$ cat src/design/lpc_pkg.sv
// ----------------------------------------------------------------------------
// lpc_pkg
// shared types and codes for the lift position controller
// ----------------------------------------------------------------------------
`default_nettype none

package lpc_pkg;

  // item kinds on the input channel
  typedef enum logic [1:0] {
    FUNC_EDGE   = 2'd0,
    FUNC_CMD    = 2'd1,
    FUNC_SENSOR = 2'd2,
    FUNC_NONE   = 2'd3
  } func_t;

  // command characters
  localparam logic [7:0] CMD_UP    = 8'h75;  // 'u'
  localparam logic [7:0] CMD_DOWN  = 8'h64;  // 'd'
  localparam logic [7:0] CMD_CLEAR = 8'h72;  // 'r'

  // configuration register indexes
  typedef enum logic [1:0] {
    REG_TOLERANCE    = 2'd0,
    REG_STEP_SIZE    = 2'd1,
    REG_MAX_SETPOINT = 2'd2,
    REG_UNUSED       = 2'd3
  } reg_idx_t;

  localparam int unsigned TOL_W  = 10;
  localparam int unsigned SP_W   = 16;
  localparam int unsigned CFG_W  = 16;
  localparam int unsigned POUT_W = 24;

  // configuration reset values
  localparam logic [TOL_W-1:0] TOL_RST  = 10'd50;
  localparam logic [SP_W-1:0]  STEP_RST = 16'd1000;
  localparam logic [SP_W-1:0]  MAX_RST  = 16'd8000;

  // motor decision for one result
  typedef struct packed {
    logic up;
    logic down;
    logic at_target;
  } drive_t;

endpackage

`default_nettype wire

$ cat src/design/lift_position_controller.sv
// ----------------------------------------------------------------------------
// lift_position_controller
// bang-bang lift position control with a deadband and homing after reset
// ----------------------------------------------------------------------------
//  channel   ports                                    flow
//  input     in_valid / in_stall, in_func .. sensor   one item per transfer
//  result    out_valid / out_stall, out_drive_up ..   one result per item
//  config    cfg_we, cfg_index, cfg_wdata             write only, no wait
//
// one item per cycle while in_stall is low; an item passes the input register,
// then the state update and deadband compare into the result register, before
// its result is presented. out_stall holds the result register and backs up
// into in_stall only when the input register is also full. reset starts in
// homing with tolerance 50, step 1000 and setpoint limit 8000.
// ----------------------------------------------------------------------------
`default_nettype none

module lift_position_controller
  import lpc_pkg::*;
#(
  parameter int unsigned POSITION_WIDTH = 24
) (
  input  wire logic                clk,
  input  wire logic                rst_n,
  // input channel
  input  wire logic                in_valid,
  output logic                     in_stall,
  input  wire logic [1:0]          in_func,
  input  wire logic                in_enc_b,
  input  wire logic [7:0]          in_cmd_byte,
  input  wire logic                in_bottom_sensor,
  // result channel
  output logic                     out_valid,
  input  wire logic                out_stall,
  output logic                     out_drive_up,
  output logic                     out_drive_down,
  output logic                     out_at_target,
  output logic                     out_homing_active,
  output logic signed [POUT_W-1:0] out_position_now,
  output logic [SP_W-1:0]          out_setpoint_now,
  // configuration
  input  wire logic                cfg_we,
  input  wire logic [1:0]          cfg_index,
  input  wire logic [CFG_W-1:0]    cfg_wdata
);

  localparam int unsigned EW = (POSITION_WIDTH > POUT_W) ? POSITION_WIDTH : POUT_W;

  logic [TOL_W-1:0] tolerance_r;
  logic [SP_W-1:0]  step_size_r;
  logic [SP_W-1:0]  max_setpoint_r;

  logic             in_valid_r;
  logic [1:0]       func_r;
  logic             enc_b_r;
  logic [7:0]       cmd_byte_r;
  logic             sensor_r;

  logic             out_valid_r;
  drive_t           drive_r;
  logic             homing_out_r;
  logic [POUT_W-1:0] position_out_r;
  logic [SP_W-1:0]  setpoint_out_r;

  logic                             advance;
  logic                             in_xfer;
  logic                             step_en;
  logic                             homing_nxt;
  logic signed [POSITION_WIDTH-1:0] position_nxt;
  logic [SP_W-1:0]                  setpoint_nxt;
  logic signed [EW-1:0]             position_ext;
  drive_t                           drive_nxt;

  // handshake control
  assign advance  = !out_valid_r || !out_stall;
  assign in_stall = in_valid_r && !advance;
  assign in_xfer  = in_valid && !in_stall;
  assign step_en  = in_valid_r && advance;

  // configuration registers
  always_ff @(posedge clk) begin
    if (!rst_n) begin
      tolerance_r    <= TOL_RST;
      step_size_r    <= STEP_RST;
      max_setpoint_r <= MAX_RST;
    end else if (cfg_we) begin
      case (cfg_index)
        REG_TOLERANCE:    tolerance_r    <= cfg_wdata[TOL_W-1:0];
        REG_STEP_SIZE:    step_size_r    <= cfg_wdata[SP_W-1:0];
        REG_MAX_SETPOINT: max_setpoint_r <= cfg_wdata[SP_W-1:0];
        default: ;
      endcase
    end
  end

  // input register
  always_ff @(posedge clk) begin
    if (!rst_n) begin
      in_valid_r <= 1'b0;
    end else if (in_xfer) begin
      in_valid_r <= 1'b1;
    end else if (advance) begin
      in_valid_r <= 1'b0;
    end
  end

  always_ff @(posedge clk) begin
    if (in_xfer) begin
      func_r     <= in_func;
      enc_b_r    <= in_enc_b;
      cmd_byte_r <= in_cmd_byte;
      sensor_r   <= in_bottom_sensor;
    end
  end

  // state update
  lpc_state #(
    .POSITION_WIDTH(POSITION_WIDTH)
  ) u_state (
    .clk          (clk),
    .rst_n        (rst_n),
    .step_en      (step_en),
    .func         (func_r),
    .enc_b        (enc_b_r),
    .cmd_byte     (cmd_byte_r),
    .bottom_sensor(sensor_r),
    .step_size    (step_size_r),
    .max_setpoint (max_setpoint_r),
    .homing_nxt   (homing_nxt),
    .position_nxt (position_nxt),
    .setpoint_nxt (setpoint_nxt)
  );

  // deadband decision on the updated state
  lpc_band #(
    .POSITION_WIDTH(POSITION_WIDTH)
  ) u_band (
    .homing   (homing_nxt),
    .position (position_nxt),
    .setpoint (setpoint_nxt),
    .tolerance(tolerance_r),
    .drive    (drive_nxt)
  );

  assign position_ext = EW'(position_nxt);

  // result register
  always_ff @(posedge clk) begin
    if (!rst_n) begin
      out_valid_r <= 1'b0;
    end else if (advance) begin
      out_valid_r <= in_valid_r;
    end
  end

  always_ff @(posedge clk) begin
    if (step_en) begin
      drive_r        <= drive_nxt;
      homing_out_r   <= homing_nxt;
      position_out_r <= position_ext[POUT_W-1:0];
      setpoint_out_r <= setpoint_nxt;
    end
  end

  assign out_valid         = out_valid_r;
  assign out_drive_up      = drive_r.up;
  assign out_drive_down    = drive_r.down;
  assign out_at_target     = drive_r.at_target;
  assign out_homing_active = homing_out_r;
  assign out_position_now  = position_out_r;
  assign out_setpoint_now  = setpoint_out_r;

endmodule

`default_nettype wire

$ cat src/design/lpc_state.sv
// ----------------------------------------------------------------------------
// lpc_state
// position, setpoint and homing registers with their per-item update
// ----------------------------------------------------------------------------
`default_nettype none

module lpc_state
  import lpc_pkg::*;
#(
  parameter int unsigned POSITION_WIDTH = 24
) (
  input  wire logic                             clk,
  input  wire logic                             rst_n,
  input  wire logic                             step_en,
  input  wire logic [1:0]                       func,
  input  wire logic                             enc_b,
  input  wire logic [7:0]                       cmd_byte,
  input  wire logic                             bottom_sensor,
  input  wire logic [SP_W-1:0]                  step_size,
  input  wire logic [SP_W-1:0]                  max_setpoint,
  output logic                                  homing_nxt,
  output logic signed [POSITION_WIDTH-1:0]      position_nxt,
  output logic [SP_W-1:0]                       setpoint_nxt
);

  localparam logic signed [POSITION_WIDTH-1:0] POS_MAX =
    {1'b0, {(POSITION_WIDTH-1){1'b1}}};
  localparam logic signed [POSITION_WIDTH-1:0] POS_MIN =
    {1'b1, {(POSITION_WIDTH-1){1'b0}}};

  logic                              homing_r;
  logic signed [POSITION_WIDTH-1:0]  position_r;
  logic [SP_W-1:0]                   setpoint_r;
  logic [SP_W:0]                     sp_sum;

  assign sp_sum = {1'b0, setpoint_r} + {1'b0, step_size};

  // next state for the item held in the input register
  always_comb begin
    homing_nxt   = homing_r;
    position_nxt = position_r;
    setpoint_nxt = setpoint_r;
    if (homing_r) begin
      if (func == FUNC_SENSOR && bottom_sensor) begin
        homing_nxt   = 1'b0;
        position_nxt = '0;
        setpoint_nxt = '0;
      end
    end else begin
      case (func)
        FUNC_EDGE: begin
          if (!enc_b) begin
            if (position_r != POS_MAX) position_nxt = position_r + POSITION_WIDTH'(1);
          end else begin
            if (position_r != POS_MIN) position_nxt = position_r - POSITION_WIDTH'(1);
          end
        end
        FUNC_CMD: begin
          case (cmd_byte)
            CMD_UP: begin
              if (sp_sum >= {1'b0, max_setpoint}) setpoint_nxt = max_setpoint;
              else setpoint_nxt = sp_sum[SP_W-1:0];
            end
            CMD_DOWN: begin
              if (setpoint_r <= step_size) setpoint_nxt = '0;
              else setpoint_nxt = setpoint_r - step_size;
            end
            CMD_CLEAR: setpoint_nxt = '0;
            default: ;
          endcase
        end
        default: ;
      endcase
    end
  end

  // state registers, updated once per item
  always_ff @(posedge clk) begin
    if (!rst_n) begin
      homing_r   <= 1'b1;
      position_r <= '0;
      setpoint_r <= '0;
    end else if (step_en) begin
      homing_r   <= homing_nxt;
      position_r <= position_nxt;
      setpoint_r <= setpoint_nxt;
    end
  end

endmodule

`default_nettype wire

$ cat src/design/lpc_band.sv
// ----------------------------------------------------------------------------
// lpc_band
// deadband compare of position against setpoint plus or minus tolerance
// ----------------------------------------------------------------------------
`default_nettype none

module lpc_band
  import lpc_pkg::*;
#(
  parameter int unsigned POSITION_WIDTH = 24
) (
  input  wire logic                             homing,
  input  wire logic signed [POSITION_WIDTH-1:0] position,
  input  wire logic [SP_W-1:0]                  setpoint,
  input  wire logic [TOL_W-1:0]                 tolerance,
  output drive_t                                drive
);

  // compare width covers the position and setpoint plus or minus tolerance
  localparam int unsigned CW = ((POSITION_WIDTH > SP_W + 2) ? POSITION_WIDTH : SP_W + 2) + 1;

  logic signed [CW-1:0] pos_ext;
  logic signed [CW-1:0] lo;
  logic signed [CW-1:0] hi;

  assign pos_ext = CW'(position);
  assign lo = $signed(CW'({1'b0, setpoint})) - $signed(CW'({1'b0, tolerance}));
  assign hi = $signed(CW'({1'b0, setpoint})) + $signed(CW'({1'b0, tolerance}));

  // homing drives down, otherwise up below the band, at_target inside it and down above it
  always_comb begin
    drive = '0;
    if (homing) begin
      drive.down = 1'b1;
    end else if (pos_ext < lo) begin
      drive.up = 1'b1;
    end else if (pos_ext <= hi) begin
      drive.at_target = 1'b1;
    end else begin
      drive.down = 1'b1;
    end
  end

endmodule

`default_nettype wire
$ cat config.mk
export PLATFORM = sky130hd
export DESIGN_NAME = lift_position_controller
export DESIGN_NICKNAME = d
export VERILOG_FILES = /design/src/design/lpc_pkg.sv /design/src/design/lift_position_controller.sv /design/src/design/lpc_state.sv /design/src/design/lpc_band.sv
export SDC_FILE = /design/constraint.sdc
export NUM_CORES = 1
export LEC_CHECK = 0
export BUFFER_PORTS_ARGS = -buffer_cell sky130_fd_sc_hd__buf_2
export CORE_MARGIN = 10
export CORE_UTILIZATION = 40
export CTS_BUF_LIST = sky130_fd_sc_hd__clkbuf_8
export DETAILED_ROUTE_END_ITERATION = 8
export GPL_TIMING_DRIVEN = 0
export PLACE_DENSITY = 0.65
export SYNTH_ARGS = -nofsm -noshare
export SYNTH_HDL_FRONTEND = slang
export SYNTH_SLANG_ARGS = --single-unit
$ cat constraint.sdc
create_clock -name clk -period 11.9 [get_ports clk]
set_input_delay 2.38 -clock clk [delete_from_list [all_inputs] [get_ports clk]]
set_output_delay 2.38 -clock clk [all_outputs]
set_load 0.02 [all_outputs]
=== Word-level counts from Yosys, hierarchy flattened ===
Cells that the tools add are included.

* Output and inout bits: 46
* Register bits: 141

* Reduce and logical (&&, ||, !) cells: 16
* Equality and inequality tests: 9
* Mux-type cells: 20
* Magnitude comparators: 4
* $add $sub $neg: 6

{| class="wikitable"
|+ Operators by type and width
! operator !! number
|-
| two-way mux 24 bit || 6
|-
| two-way mux 16 bit || 5
|-
| != test 24 bit (second input constant) || 2
|-
| case mux 16 bit (3 select lines) || 1
|-
| adder 24 x 2 -> 24 bit (second input constant) || 1
|-
| == test 8 x 7 -> 1 bit (second input constant) || 3
|-
| <= comparator 24 x 18 -> 1 bit || 1
|-
| less-than comparator 24 x 17 -> 1 bit || 1
|-
| subtractor 24 x 2 -> 24 bit (second input constant) || 1
|-
| adder 16 x 10 -> 17 bit || 1
|-
| adder 16 x 16 -> 17 bit || 1
|-
| greater-or-equal comparator 17 x 16 -> 1 bit || 1
|-
| subtractor 16 x 10 -> 17 bit || 1
|-
| <= comparator 16 bit || 1
|-
| subtractor 16 bit || 1
|-
| two-way mux 1 bit || 7
|-
| AND reduction 2 bit || 3
|-
| == test 2 x 1 -> 1 bit (second input constant) || 2
|-
| == test 2 bit (second input constant) || 2
|-
| logical AND 1 bit || 4
|-
| zero test 1 bit || 4
|-
| zero test 2 bit || 2
|-
| two-way mux 2 bit || 1
|-
| nonzero test 2 bit || 1
|-
| other kinds (2) || 2
|}

=== Logic depth before layout (Yosys ltp) ===
Gate-level depths: netlist of run 1.

* Depth after elaboration: 10
* Gate-level depth with buffers: 42
* Gate-level depth less buffers: 41

=== Modules after synthesis ===
A second synthesis of run 1 with hierarchy kept.

* Cell total of the unflattened synthesis: 1381
* Area total of the unflattened synthesis: 11491.0 µm²

{| class="wikitable"
|+ By module, submodules not included
! module !! area each (µm²) !! cells each !! times used
|-
| lpc_state || 5751.8 || 835 || 1
|-
| lift_position_controller || 3484.6 || 237 || 1
|-
| lpc_band || 2254.7 || 309 || 1
|}

=== Least setup slack after synthesis of run 1 ===
Ideal clock, no wire load.

* Path kind: register -> register
* Start: reg step_size_r[6]
* End: reg drive_r, in the netlist out_drive_down (data pin)
* Slack: 4.156 ns
* Period minus slack after synthesis: 7.744 ns
* Cell stages (with the launch flop): 40
* Required time: 11.624 ns
* Arrival time: 7.468 ns
* Buffers on the path: 2
* Cells stage by stage: dfxtp_1 inv_1 ha_1 buf_4 nor2b_1 or4_1 o21a_1 a221oi_2 nor4_1 or4_1 ha_1 a211oi_1 o221ai_1 a31oi_1 and3_1 buf_2 mux2i_1 o221ai_1 [... 4 more ...] a21boi_0 o21ai_0 a21oi_1 o21a_1 nor2_1 o211a_1 nand4b_1 ha_1 a21oi_1 nor2b_1 o21ai_0 nand2b_1 a21oi_1 nor2b_1 o21ai_0 a31oi_1 a211oi_1 a311oi_1

* Word-level cells in the longest chain between the ends: 10
* Elaborated cells on any way between the ends: 15
* Classes of those cells: add/sub (4); order compare (4); mux (7)

{| class="wikitable"
|+ Ends and longest elaborated chain
! element !! RTL line !! text
|-
| from (decl) || lift_position_controller.sv:50 || <nowiki>logic [SP_W-1:0] step_size_r;</nowiki>
|-
| from (signal assigned) || lift_position_controller.sv:89 || <nowiki>REG_STEP_SIZE: step_size_r <= cfg_wdata[SP_W-1:0];</nowiki>
|-
| adder 16 x 16 -> 17 bit || lpc_state.sv:36 || <nowiki>assign sp_sum = {1'b0, setpoint_r} + {1'b0, step_size};</nowiki>
|-
| greater-or-equal comparator 17 x 16 -> 1 bit || lpc_state.sv:61 || <nowiki>if (sp_sum >= {1'b0, max_setpoint}) setpoint_nxt = max_setpoint;</nowiki>
|-
| two-way mux 16 bit || lpc_state.sv:61 ||
|-
| case mux 16 bit (3 select lines) (*) || lpc_state.sv:59 || <nowiki>case (cmd_byte)</nowiki>
|-
| two-way mux 16 bit (*) || lpc_state.sv:50 || <nowiki>case (func)</nowiki>
|-
| two-way mux 16 bit (*) || lpc_state.sv:43 || <nowiki>if (homing_r) begin</nowiki>
|-
| via setpoint_nxt[2] || lift_position_controller.sv:70 || <nowiki>logic [SP_W-1:0] setpoint_nxt;</nowiki>
|-
| adder 16 x 10 -> 17 bit || lpc_band.sv:28 || <nowiki>assign hi = $signed(CW'({1'b0, setpoint})) + $signed(CW'({1'b0, tolerance}));</nowiki>
|-
| <= comparator 24 x 18 -> 1 bit || lpc_band.sv:37 || <nowiki>end else if (pos_ext <= hi) begin</nowiki>
|-
| two-way mux 1 bit || lpc_band.sv:37 ||
|-
| two-way mux 2 bit (*) || lpc_band.sv:35 || <nowiki>end else if (pos_ext < lo) begin</nowiki>
|-
| to (signal assigned) || lift_position_controller.sv:158 || <nowiki>drive_r <= drive_nxt;</nowiki>
|-
| to (decl) || lift_position_controller.sv:60 || <nowiki>drive_t drive_r;</nowiki>
|}

The timed path passes the listed nets; every way through them passes the cells marked *.
A chain may end at the register's enable or synchronous reset.

=== Final worst setup path of run 1 ===
* Start: reg step_size_r[4]
* End: reg drive_r, in the netlist out_drive_down (data pin)

The elaborated chain is that of the path after synthesis.

==> results.py, run 1 <==
metrics = {
    "drt": {
        "route.detailed.vias_per_inst": 5.523,
        "drt-wirelength-per-cell_um": 18.03,
        "post_drt_antenna_nets": 0,
        "drt_iter0_markers": 725,
        "detail_route.drc_violations": 0,
        "detailed_route_via_count": 9395,
        "routed_wirelength_mm": 30.66,
        "firstDrtPassIters": 6,
    },
    "power_and_ir_drop": {
        "total_power_mw": 1.154,
        "leakagePower_nw": 4.937,
        "power-per-cell-area_nw_per_um2": 97.74,
        "vdd.ir_drop.worst_mv": 0.05388,
    },
    "clock_tree": {
        "clk_transition_reported_paths_ps": 90,
        "cts_buffer_depth": 2,
        "cts_setup_buffers": 0,
        "clkLatencyLatePin_ps": 460,
        "tritoncts.num_buffers": 17,
        "cts_tree": "yes",
        "post_cts_sizing": 0,
        "hold_buffers": 0,
        "numClockSinks": 141,
        "ctsHtreeMaxLevel": 4,
        "cell_at_the_root_of_the_clock_tree": "sky130_fd_sc_hd__clkbuf_8",
    },
    "timing": {
        "finalCritPeriodShare_pct": 78.97,
        "totalNegativeSetupSlack_ps": 0,
        "post-route-min-period_ps": 9397,
        "rsz0062_at_grt": "false",
        "timing_max_transition_violations_final": 0,
        "timing_worst_slew_pin_value_ps": 1298,
        "report.final.hold_viol_count": 0,
        "max-slew-margin-rel_pct": 12.82,
        "worst_hold_slack_ps": 477.4,
        "setup-violations-final": 0,
        "fin_skew_ps": 20.10,
        "fmaxAchievable_mhz": 106.4,
    },
    "setup_path": {
        "critPathMaxStageDelay_ps": 590,
        "category_of_the_worst_setup_path_launch_point": "flip-flop",
        "critical_path.max_fanout": 10,
        "setup.worst_path.class": "flip-flop to flip-flop",
        "cp.arrival_ps": 9580,
        "slowest_stage_cell_crit_path": "sky130_fd_sc_hd__or4_1",
        "cp-end-kind": "flip-flop",
        "crit_required_ps": 12090,
    },
    "floorplanning": {
        "design.die.area_um2": 33400,
        "floorplan.core_area_um2": 26060,
        "number_of_standard_cell_rows_in_the_floorplan": 59,
        "die_x_um": 182.8,
        "die_h_um": 182.8,
        "io-pin-count": 81,
        "starting_density_of_the_core_pct": 40.66,
    },
    "global_route": {
        "overflow": 0,
        "grt_pass1_vias": 9342,
        "grt_start_max_net_pins": 30,
        "grt_use_total_pct": 18.11,
        "grt_first_pass_wirelength_mm": 48.89,
        "antenna_violations_before_repair": 0,
    },
    "yosys": {
        "synth_seq_cells": 141,
        "asyncSetResetFlopFracSynth_pct": 0,
        "synth_nets": 1403,
        "postSynthCellCount": 1254,
        "avgSynthCellArea_um2": 8.450,
        "ys.flop_type": "sky130_fd_sc_hd__dfxtp_1",
        "synth_enable_flop_cells": 56,
        "syn-cell-area_um2": 10600,
        "netlist-cell-type-count": 86,
        "synth-seq-area-share_pct": 31.93,
        "synthesis.yosys.warnings": 0,
    },
    "cells_and_area": {
        "sequential_cell_area_um2": 3383,
        "num-nets-final": 1502,
        "diodes": 0,
        "synthToLayoutAreaGrowth_pct": 11.39,
        "multi_input_area_um2": 6646,
        "final-instance-count-excl-fill": 1701,
        "drive_gt1_share_pct": 11.79,
        "fill_cells": 2606,
    },
    "place": {
        "place_congestion": 0.9094,
        "io_buf_count": 79,
        "dp_cells": 1669,
        "post-dp-hpwl_mm": 23.99,
    },
    "job": {
        "cap_viol_max_count": 0,
    },
    "run_status": {
        "status": "finished, final reports clean",
    },
    "worst_hold_path": {
        "min_path_type": "flip-flop to flip-flop",
    },
}
state kept, by name (all words and copies together) (netlist names), 2 cells and up:
name	cells
out_position_now	24
tolerance_r	10
u_state.position_r	24
u_state.setpoint_r	16
max_setpoint_r	16
step_size_r	16
func_r	2
out_setpoint_now	16
cmd_byte_r	8
critical path: cells and delay by family (launching register included):
| family | cells | cell delay [ps] |
|---|---|---|
| AOI/OAI and AO/OA | 21 | 4250 |
| adders and majority gates | 4 | 1400 |
| buffers and inverters | 3 | 800 |
| DFF | 1 | 390 |
| muxes | 1 | 260 |
| and+or+nand+nor | 10 | 2000 |
layer usage:
metal / GRT usage [%] / wire (um) / vias to the layer above
met4: 5.337 / 677 / 0
met5: 0 / 0 / -
met3: 3.209 / 1471 / 49
met1: 22.48 / 13660 / 4410
li1: - / - / 4694
met2: 31.35 / 14850 / 242
cells in the final DEF (no fill, tap or decap), drive strengths merged, types with 9 or more instances in the layout:
master and count:
a21boi 36, a21o 20, a21oi 72, a31oi 11, buf 96, clkbuf 63, dfxtp 85, edfxtp 56
ha 110, inv 85, mux2i 22, nand2 155, nand2b 13, nand3 24, nand4 16, nor2 114
nor2b 20, nor3 21, nor3b 27, nor4 9, o211a 9, o211ai 29, o21a 15, o21ai 63
o221ai 12, o31ai 12, xnor2 34, xor2 17
logic make-up (layout without fill, tap and decap cells):
group | after synthesis | after routing | synth area share (%)
AND/OR/NAND/NOR | 456 | 456 | 21.37
adder cells (fa/ha/maj) | 114 | 114 | 13.74
AO/OA/AOI/OAI | 327 | 327 | 21.17
multiplexers | 23 | 23 | 2.220
XOR/XNOR | 51 | 51 | 4.215
flip-flops | 141 | 141 | 31.93
buffers and inverters | 142 | 254 | 5.349
worst paths after layout:
kind / endpoint / slack [ps] / startpoint / depth (start not counted)
worst max-delay path: out_drive_down$_SDFFCE_PP1P_ / 2500 / step_size_r[4]$_SDFFE_PN0P_ / 39
worst min-delay path: max_setpoint_r[14]$_SDFFE_PN0P_ / 480 / max_setpoint_r[14]$_SDFFE_PN0P_ / 2
worst max register to register: out_drive_down$_SDFFCE_PP1P_ / 2500 / step_size_r[4]$_SDFFE_PN0P_ / 39
worst min register to register: max_setpoint_r[14]$_SDFFE_PN0P_ / 480 / max_setpoint_r[14]$_SDFFE_PN0P_ / 2
cell usage after synthesis, drive strengths merged, types with 9 or more instances:
master,number,area [um^2]
nand2,155,584.3
nor2,114,427.9
ha,110,1376
dfxtp,85,1702
inv,80,300.3
a21oi,72,364.1
o21ai,63,326.6
edfxtp,56,1682
clkbuf,46,175.2
a21boi,36,270.3
xnor2,34,297.8
o211ai,29,222.7
nor3b,27,202.7
nand3,24,120.1
mux2i,22,224.0
nor3,21,110.1
a21o,20,150.1
nor2b,20,125.1
xor2,17,148.9
buf,16,91.34
nand4,16,100.1
o21a,15,112.6
nand2b,13,81.33
o221ai,12,111.4
o31ai,12,100.1
a31oi,11,68.82
nor4,9,77.57
o211a,9,90.09
area by class of cell:
type | instances | area share (%)
well taps | 335 | 3.551
repair buffers | 80 | 3.519
clock buffers | 17 | 1.982
inverters | 80 | 2.544
plain buffers | 62 | 2.268
flip-flops and latches | 141 | 28.66
clock inverters | 15 | 1.166
multi-input cells | 971 | 56.31
power by group:
| part | internal, mW | switching, mW | total, mW |
|---|---|---|---|
| combinational | 0.0862 | 0.149 | 0.236 |
| clock | 0.167 | 0.213 | 0.380 |
| sequential | 0.524 | 0.0144 | 0.538 |
through the flow:
stage | setup slack [ps] | instance area [um^2] | utilization, %
after floorplan | 4156 | 10600 | -
after global placement | 2747 | 11410 | 43.79
after detailed placement | 2695 | 11430 | 43.87
after CTS | 2593 | 11800 | 45.30
after global routing | 1629 | 11800 | 45.30
final | 2503 | 11800 | 45.30
(Power assumes the default switching activity.)
==> inputs of run 2 (changes only) <==
==> constraint.sdc (replaced) <==
create_clock -name clk -period 8.8 [get_ports clk]
set_input_delay 1.76 -clock clk [delete_from_list [all_inputs] [get_ports clk]]
set_output_delay 1.76 -clock clk [all_outputs]
set_load 0.02 [all_outputs]
==> run 2 against run 1 <==
- clock-buffer cell count unchanged
- core utilization rose by 0.73 points
- register-to-register slack got worse by 2000 ps
- largest cell class unchanged
- fmax up 13%
- non-clock buffer count up 7
- worst hold slack improved by 2.0 ps
- first-iteration DRC count decreased by 14%
- sequential power is 35% higher
==> results.py, run 2 (same netlist as run 1, synthesis figures left out) <==
metrics = {
    "clock_tree": {
        "cell_at_the_root_of_the_clock_tree": "sky130_fd_sc_hd__clkbuf_8",
        "ctsHtreeMaxLevel": 4,
        "cts_tree": "yes",
        "cts_buffer_depth": 2,
        "clk_transition_reported_paths_ps": 90,
        "numClockSinks": 141,
        "clkLatencyLatePin_ps": 460,
        "tritoncts.num_buffers": 17,
        "hold_buffers": 0,
    },
    "cells_and_area": {
        "most-common-layout-cells": "sky130_fd_sc_hd__nand2_1 (154), sky130_fd_sc_hd__nor2_1 (112), sky130_fd_sc_hd__ha_1 (109)",
        "diodes": 0,
        "num-nets-final": 1509,
        "synthToLayoutAreaGrowth_pct": 13.19,
        "drive_gt1_share_pct": 13.84,
        "final_core_utilization_pct": 46.03,
        "fill_cells": 2577,
        "post_route_design_area_um2": 11990,
        "layout_commonest_cell": "sky130_fd_sc_hd__nand2_1",
    },
    "place": {
        "preCtsSetupSlack_ps": -404.9,
        "post-dp-hpwl_mm": 23.99,
        "io_buf_count": 79,
        "place_congestion": 0.9094,
        "placedInstanceArea_um2": 11430,
    },
    "setup_path": {
        "worst_path_dominant_cell_family": "compound AO/OA/AOI/OAI gates",
        "cp-end-kind": "flip-flop",
        "r2r-start": "step_size_r[6]$_SDFFE_PN1P_",
        "timing.critical_path.mode_cell": "sky130_fd_sc_hd__ha_1",
        "worst_r2r_endpoint": "out_at_target$_SDFFCE_PP0P_",
        "category_of_the_worst_setup_path_launch_point": "flip-flop",
        "setup.worst_path.class": "flip-flop to flip-flop",
        "critPathMaxStageDelay_ps": 550,
        "rr_worst_depth": 35,
        "cp.arrival_ps": 8540,
        "cp.depth": 35,
        "timing.reg2reg.setup_slack_ps": 490,
        "slowest_stage_cell_crit_path": "sky130_fd_sc_hd__or4_4",
        "critical_path.startpoint": "step_size_r[6]$_SDFFE_PN1P_",
        "cp.buffers_inverters": 3,
        "timing.critical_path.to": "out_at_target$_SDFFCE_PP0P_",
        "critical_path.max_fanout": 10,
        "crit_required_ps": 9030,
    },
    "timing": {
        "max-slew-margin-rel_pct": 14.63,
        "timing_worst_slew_pin_value_ps": 1271,
        "fin_skew_ps": 18.16,
        "final.setup.worst_slack_ps": 486.1,
        "worst_hold_slack_ps": 479.4,
        "post-route-min-period_ps": 8314,
        "report.final.hold_viol_count": 0,
        "timing_max_transition_violations_final": 0,
        "totalNegativeSetupSlack_ps": 0,
        "setup-violations-final": 0,
        "finalCritPeriodShare_pct": 94.48,
        "fmaxAchievable_mhz": 120.3,
    },
    "run_status": {
        "status": "finished, final reports clean",
    },
    "power_and_ir_drop": {
        "vdd.ir_drop.worst_mv": 0.07406,
        "leakagePower_nw": 4.987,
        "power-per-cell-area_nw_per_um2": 131.8,
    },
    "floorplanning": {
        "design.die.area_um2": 33400,
        "io-pin-count": 81,
        "starting_density_of_the_core_pct": 40.66,
        "floorplan.core_area_um2": 26060,
        "die_h_um": 182.8,
        "number_of_standard_cell_rows_in_the_floorplan": 59,
        "die_x_um": 182.8,
    },
    "global_route": {
        "antenna_violations_before_repair": 0,
        "grt_pass1_vias": 9355,
        "grt_first_pass_wirelength_mm": 48.89,
        "grt_use_total_pct": 18.10,
        "overflow": 0,
        "grt_start_max_net_pins": 30,
    },
    "drt": {
        "drt_iter0_markers": 627,
        "route.detailed.vias_per_inst": 5.534,
        "post_drt_antenna_nets": 0,
        "routed_wirelength_mm": 30.81,
        "detail_route.drc_violations": 0,
        "firstDrtPassIters": 5,
        "detailed_route_via_count": 9452,
        "drt-wirelength-per-cell_um": 18.04,
    },
    "worst_hold_path": {
        "min_path_type": "flip-flop to flip-flop",
    },
    "job": {
        "cap_viol_max_count": 0,
    },
}
## run 2: worst min-delay path by stage
stage / start / end / slack [ps] / depth (start not counted)
after floorplan: max_setpoint_r[14]$_SDFFE_PN0P_ / max_setpoint_r[14]$_SDFFE_PN0P_ / 440 / 2
after global placement: max_setpoint_r[14]$_SDFFE_PN0P_ / max_setpoint_r[14]$_SDFFE_PN0P_ / 460 / 2
after detailed placement: max_setpoint_r[14]$_SDFFE_PN0P_ / max_setpoint_r[14]$_SDFFE_PN0P_ / 470 / 2
after CTS: max_setpoint_r[14]$_SDFFE_PN0P_ / max_setpoint_r[14]$_SDFFE_PN0P_ / 480 / 2
after global routing: step_size_r[1]$_SDFFE_PN0P_ / step_size_r[1]$_SDFFE_PN0P_ / 510 / 2
final: max_setpoint_r[14]$_SDFFE_PN0P_ / max_setpoint_r[14]$_SDFFE_PN0P_ / 480 / 2
## run 2: worst register-to-register path: cells and delay by family, from the launching register on
family                     cells  cell delay (ps)
xor gates and xnor gates       1               90
and+or+nand+nor               11             2190
DFF                            1              340
AOI/OAI and AO/OA             15             3390
muxes                          1              290
buffers and inverters          3              420
adders and majority gates      4             1370
## run 2: layout make-up
type | count | area (um^2) | share of cell area [%]
Buffer | 61 | 274.0 | 2.285
Clock buffer | 17 | 234.0 | 1.951
Clock inverter | 15 | 137.6 | 1.148
Inverter | 80 | 300.3 | 2.504
Multi-Input combinational cell | 971 | 6770 | 56.45
Sequential cell | 141 | 3383 | 28.21
Tap cell | 335 | 419.2 | 3.495
Timing Repair Buffer | 88 | 475.5 | 3.964
## run 2: through the flow
step | instances | power (mW)
after CTS | 1702 | 1.578
after global routing | 1708 | 1.651
after global placement | 1668 | 1.050
final | 1708 | 1.580
after floorplan | 1254 | 0.9600
after detailed placement | 1669 | 1.058
## run 2: layer usage
layer  routed length [um]  vias up  GRT usage, %
li1                     -     4707             -
met5                    0        -             0
met2                14960      245         31.31
met3                 1518       46         3.189
met1                13630     4454         22.47
met4                  698        0         5.467
## run 2: report_power, final
group / total (mW) / internal [mW] / switching (mW) / leakage (nW)
sequential: 0.728 / 0.708 / 0.0194 / 1.23
combinational: 0.335 / 0.128 / 0.207 / 3.58
clock: 0.518 / 0.226 / 0.292 / 0.170
## run 2: what timing repair did
action	4_1_cts	5_1_grt
buffers inserted	2	6
gates resized for setup	10	24
endpoints found under the setup margin	3	3
pin swaps	1	8
cloned	0	0
==> inputs of run 3 (changes only) <==
--- a/config.mk
+++ b/config.mk
@@ -5,12 +5,14 @@
 export SDC_FILE = /design/constraint.sdc
 export NUM_CORES = 1
 export LEC_CHECK = 0
+export ABC_CLOCK_PERIOD_IN_PS = 8800
 export BUFFER_PORTS_ARGS = -buffer_cell sky130_fd_sc_hd__buf_2
 export CORE_MARGIN = 10
 export CORE_UTILIZATION = 40
 export CTS_BUF_LIST = sky130_fd_sc_hd__clkbuf_8
 export DETAILED_ROUTE_END_ITERATION = 8
 export GPL_TIMING_DRIVEN = 0
+export MAX_ROUTING_LAYER = met4
 export PLACE_DENSITY = 0.65
 export SYNTH_ARGS = -nofsm -noshare
 export SYNTH_HDL_FRONTEND = slang
==> run 3 against run 2 <==
- setup slack lost 120 ps
- first-iteration DRC count grew 0.48%
- final cell count is essentially flat
- clock skew shrank 5.0 ps
- register-to-register slack lost 120 ps
- critical path depth grew 4
- clock power grew 11%
- power grew 3.8%
- critical endpoint is now out_drive_down$_SDFFCE_PP1P_
- sequential power is essentially flat
- worst hold slack lost 9.1 ps
- cell area grew 0.29%
==> results.py, run 3 (same netlist as run 1, synthesis figures left out) <==
metrics = {
    "run_status": {
        "status": "finished, final reports clean",
    },
    "timing": {
        "finalCritPeriodShare_pct": 95.84,
        "fin_skew_ps": 13.14,
        "worst_hold_slack_ps": 470.3,
        "post-route-min-period_ps": 8434,
        "timing_worst_slew_pin_value_ps": 1259,
        "report.final.hold_viol_count": 0,
        "fmaxAchievable_mhz": 118.6,
        "max-slew-margin-rel_pct": 15.44,
        "timing_max_transition_violations_final": 0,
        "setup-violations-final": 0,
        "totalNegativeSetupSlack_ps": 0,
    },
    "power_and_ir_drop": {
        "internal_power_mw": 1.121,
        "leakagePower_nw": 5.022,
        "switchingPower_uw": 518.7,
        "power_switching_share_pct": 31.63,
        "sequentialPowerShare_pct": 44.4,
        "power-per-cell-area_nw_per_um2": 136.3,
        "vdd.ir_drop.worst_mv": 0.07644,
        "total_power_mw": 1.640,
        "power_frac_clock_pct": 35.2,
        "share_comb_of_total_power_pct": 20.4,
    },
    "clock_tree": {
        "cts_buffer_depth": 2,
        "clk_transition_reported_paths_ps": 90,
        "tritoncts.num_buffers": 17,
        "numClockSinks": 141,
        "cts_tree": "yes",
        "cell_at_the_root_of_the_clock_tree": "sky130_fd_sc_hd__clkbuf_8",
        "ctsHtreeMaxLevel": 4,
        "clkLatencyLatePin_ps": 470,
    },
    "setup_path": {
        "cp-end-kind": "flip-flop",
        "cp.buffers_inverters": 4,
        "critPathMaxStageDelay_ps": 550,
        "crit_required_ps": 9000,
        "cp.arrival_ps": 8630,
        "slowest_stage_cell_crit_path": "sky130_fd_sc_hd__or4_4",
        "category_of_the_worst_setup_path_launch_point": "flip-flop",
        "setup.worst_path.class": "flip-flop to flip-flop",
        "timing.critical_path.mode_cell": "sky130_fd_sc_hd__a21o_1",
        "critical_path.max_fanout": 10,
        "worst_path_dominant_cell_family": "compound AO/OA/AOI/OAI gates",
    },
    "cells_and_area": {
        "most-common-layout-cells": "sky130_fd_sc_hd__nand2_1 (154), sky130_fd_sc_hd__nor2_1 (112), sky130_fd_sc_hd__ha_1 (110)",
        "num-nets-final": 1508,
        "layout_commonest_cell": "sky130_fd_sc_hd__nand2_1",
        "drive_gt1_share_pct": 13.70,
        "diodes": 0,
        "synthToLayoutAreaGrowth_pct": 13.52,
        "final-instance-count-excl-fill": 1707,
    },
    "place": {
        "place_congestion": 0.9456,
        "dp_cells": 1669,
        "post-dp-hpwl_mm": 24.09,
        "io_buf_count": 79,
    },
    "drt": {
        "post_drt_antenna_nets": 0,
        "route.detailed.vias_per_inst": 5.622,
        "drt-wirelength-per-cell_um": 18.07,
        "routed_wirelength_mm": 30.85,
        "firstDrtPassIters": 8,
        "detail_route.drc_violations": 0,
        "detailed_route_via_count": 9597,
        "drt_iter0_markers": 630,
    },
    "global_route": {
        "grt_pass1_vias": 9461,
        "overflow": 0,
        "antenna_violations_before_repair": 0,
        "grt_first_pass_wirelength_mm": 49.10,
        "grt_start_max_net_pins": 30,
        "grt_use_total_pct": 18.65,
    },
    "worst_hold_path": {
        "min_path_type": "flip-flop to flip-flop",
    },
    "floorplanning": {
        "starting_density_of_the_core_pct": 40.66,
        "design.die.area_um2": 33400,
        "die_h_um": 182.8,
        "die_x_um": 182.8,
        "floorplan.core_area_um2": 26060,
        "number_of_standard_cell_rows_in_the_floorplan": 59,
        "io-pin-count": 81,
    },
    "job": {
        "cap_viol_max_count": 0,
    },
}
==> run 3: worst paths after layout <==
check                                                  endpoint  cells past startpoint                       startpoint  slack (ps)
worst max-delay path               out_drive_down$_SDFFCE_PP1P_                     39      step_size_r[6]$_SDFFE_PN1P_         370
worst min-delay path            max_setpoint_r[14]$_SDFFE_PN0P_                      2  max_setpoint_r[14]$_SDFFE_PN0P_         470
worst min register to register  max_setpoint_r[14]$_SDFFE_PN0P_                      2  max_setpoint_r[14]$_SDFFE_PN0P_         470
worst max register to register     out_drive_down$_SDFFCE_PP1P_                     39      step_size_r[6]$_SDFFE_PN1P_         370
==> run 3: metrics by stage <==
stage,setup slack [ps],cell area [um^2],util [%]
floorplan,1056,10600,-
global placement,-361.4,11410,43.79
detailed placement,-447.5,11430,43.87
CTS,7.880,11900,45.67
global route,-82.74,12030,46.16
finish,365.8,12030,46.16
==> run 3: area by class of cell <==
class                   instances  area, um^2
plain buffers                  61       274.0
inverters                      80       300.3
clock buffers                  17       234.0
fillers                      2606       14030
well taps                     335       419.2
repair buffers                 87       467.9
clock inverters                15       185.2
multi-input cells             971        6765
flip-flops and latches        141        3383
==> run 3: worst register-to-register path, delay by kind of cell (launching register included) <==
family	cells	cell delay, ps
mux	1	100
buf+inv	4	570
compound gates	23	4140
fa+ha+maj	4	1130
flops	1	340
simple gates	6	1700
xor+xnor	1	180
==> run 3: layer usage <==
metal / global-route usage (%) / up-vias / wire [um]
li1: - / 4716 / -
met1: 22.59 / 4542 / 13540
met2: 31.21 / 287 / 14970
met3: 2.559 / 52 / 1577
met4: 6.541 / 0 / 762
met5: - / - / 0
==> run 3: power by group through the flow <==
stage | registers [mW] | logic (mW) | clock network [mW]
floorplan | 0.751 | 0.209 | 0
global placement | 0.743 | 0.308 | 0
detailed placement | 0.743 | 0.316 | 0
CTS | 0.728 | 0.323 | 0.587
global route | 0.732 | 0.369 | 0.614
finish | 0.728 | 0.335 | 0.577
==> run 3: what timing repair did <==
| item | in CTS | in global routing |
|---|---|---|
| hold buffers | 0 | 0 |
| endpoints found under the setup margin | 3 | 3 |
| buffers inserted | 3 | 4 |
| gates resized for setup | 8 | 26 |
| pin swaps | 1 | 5 |
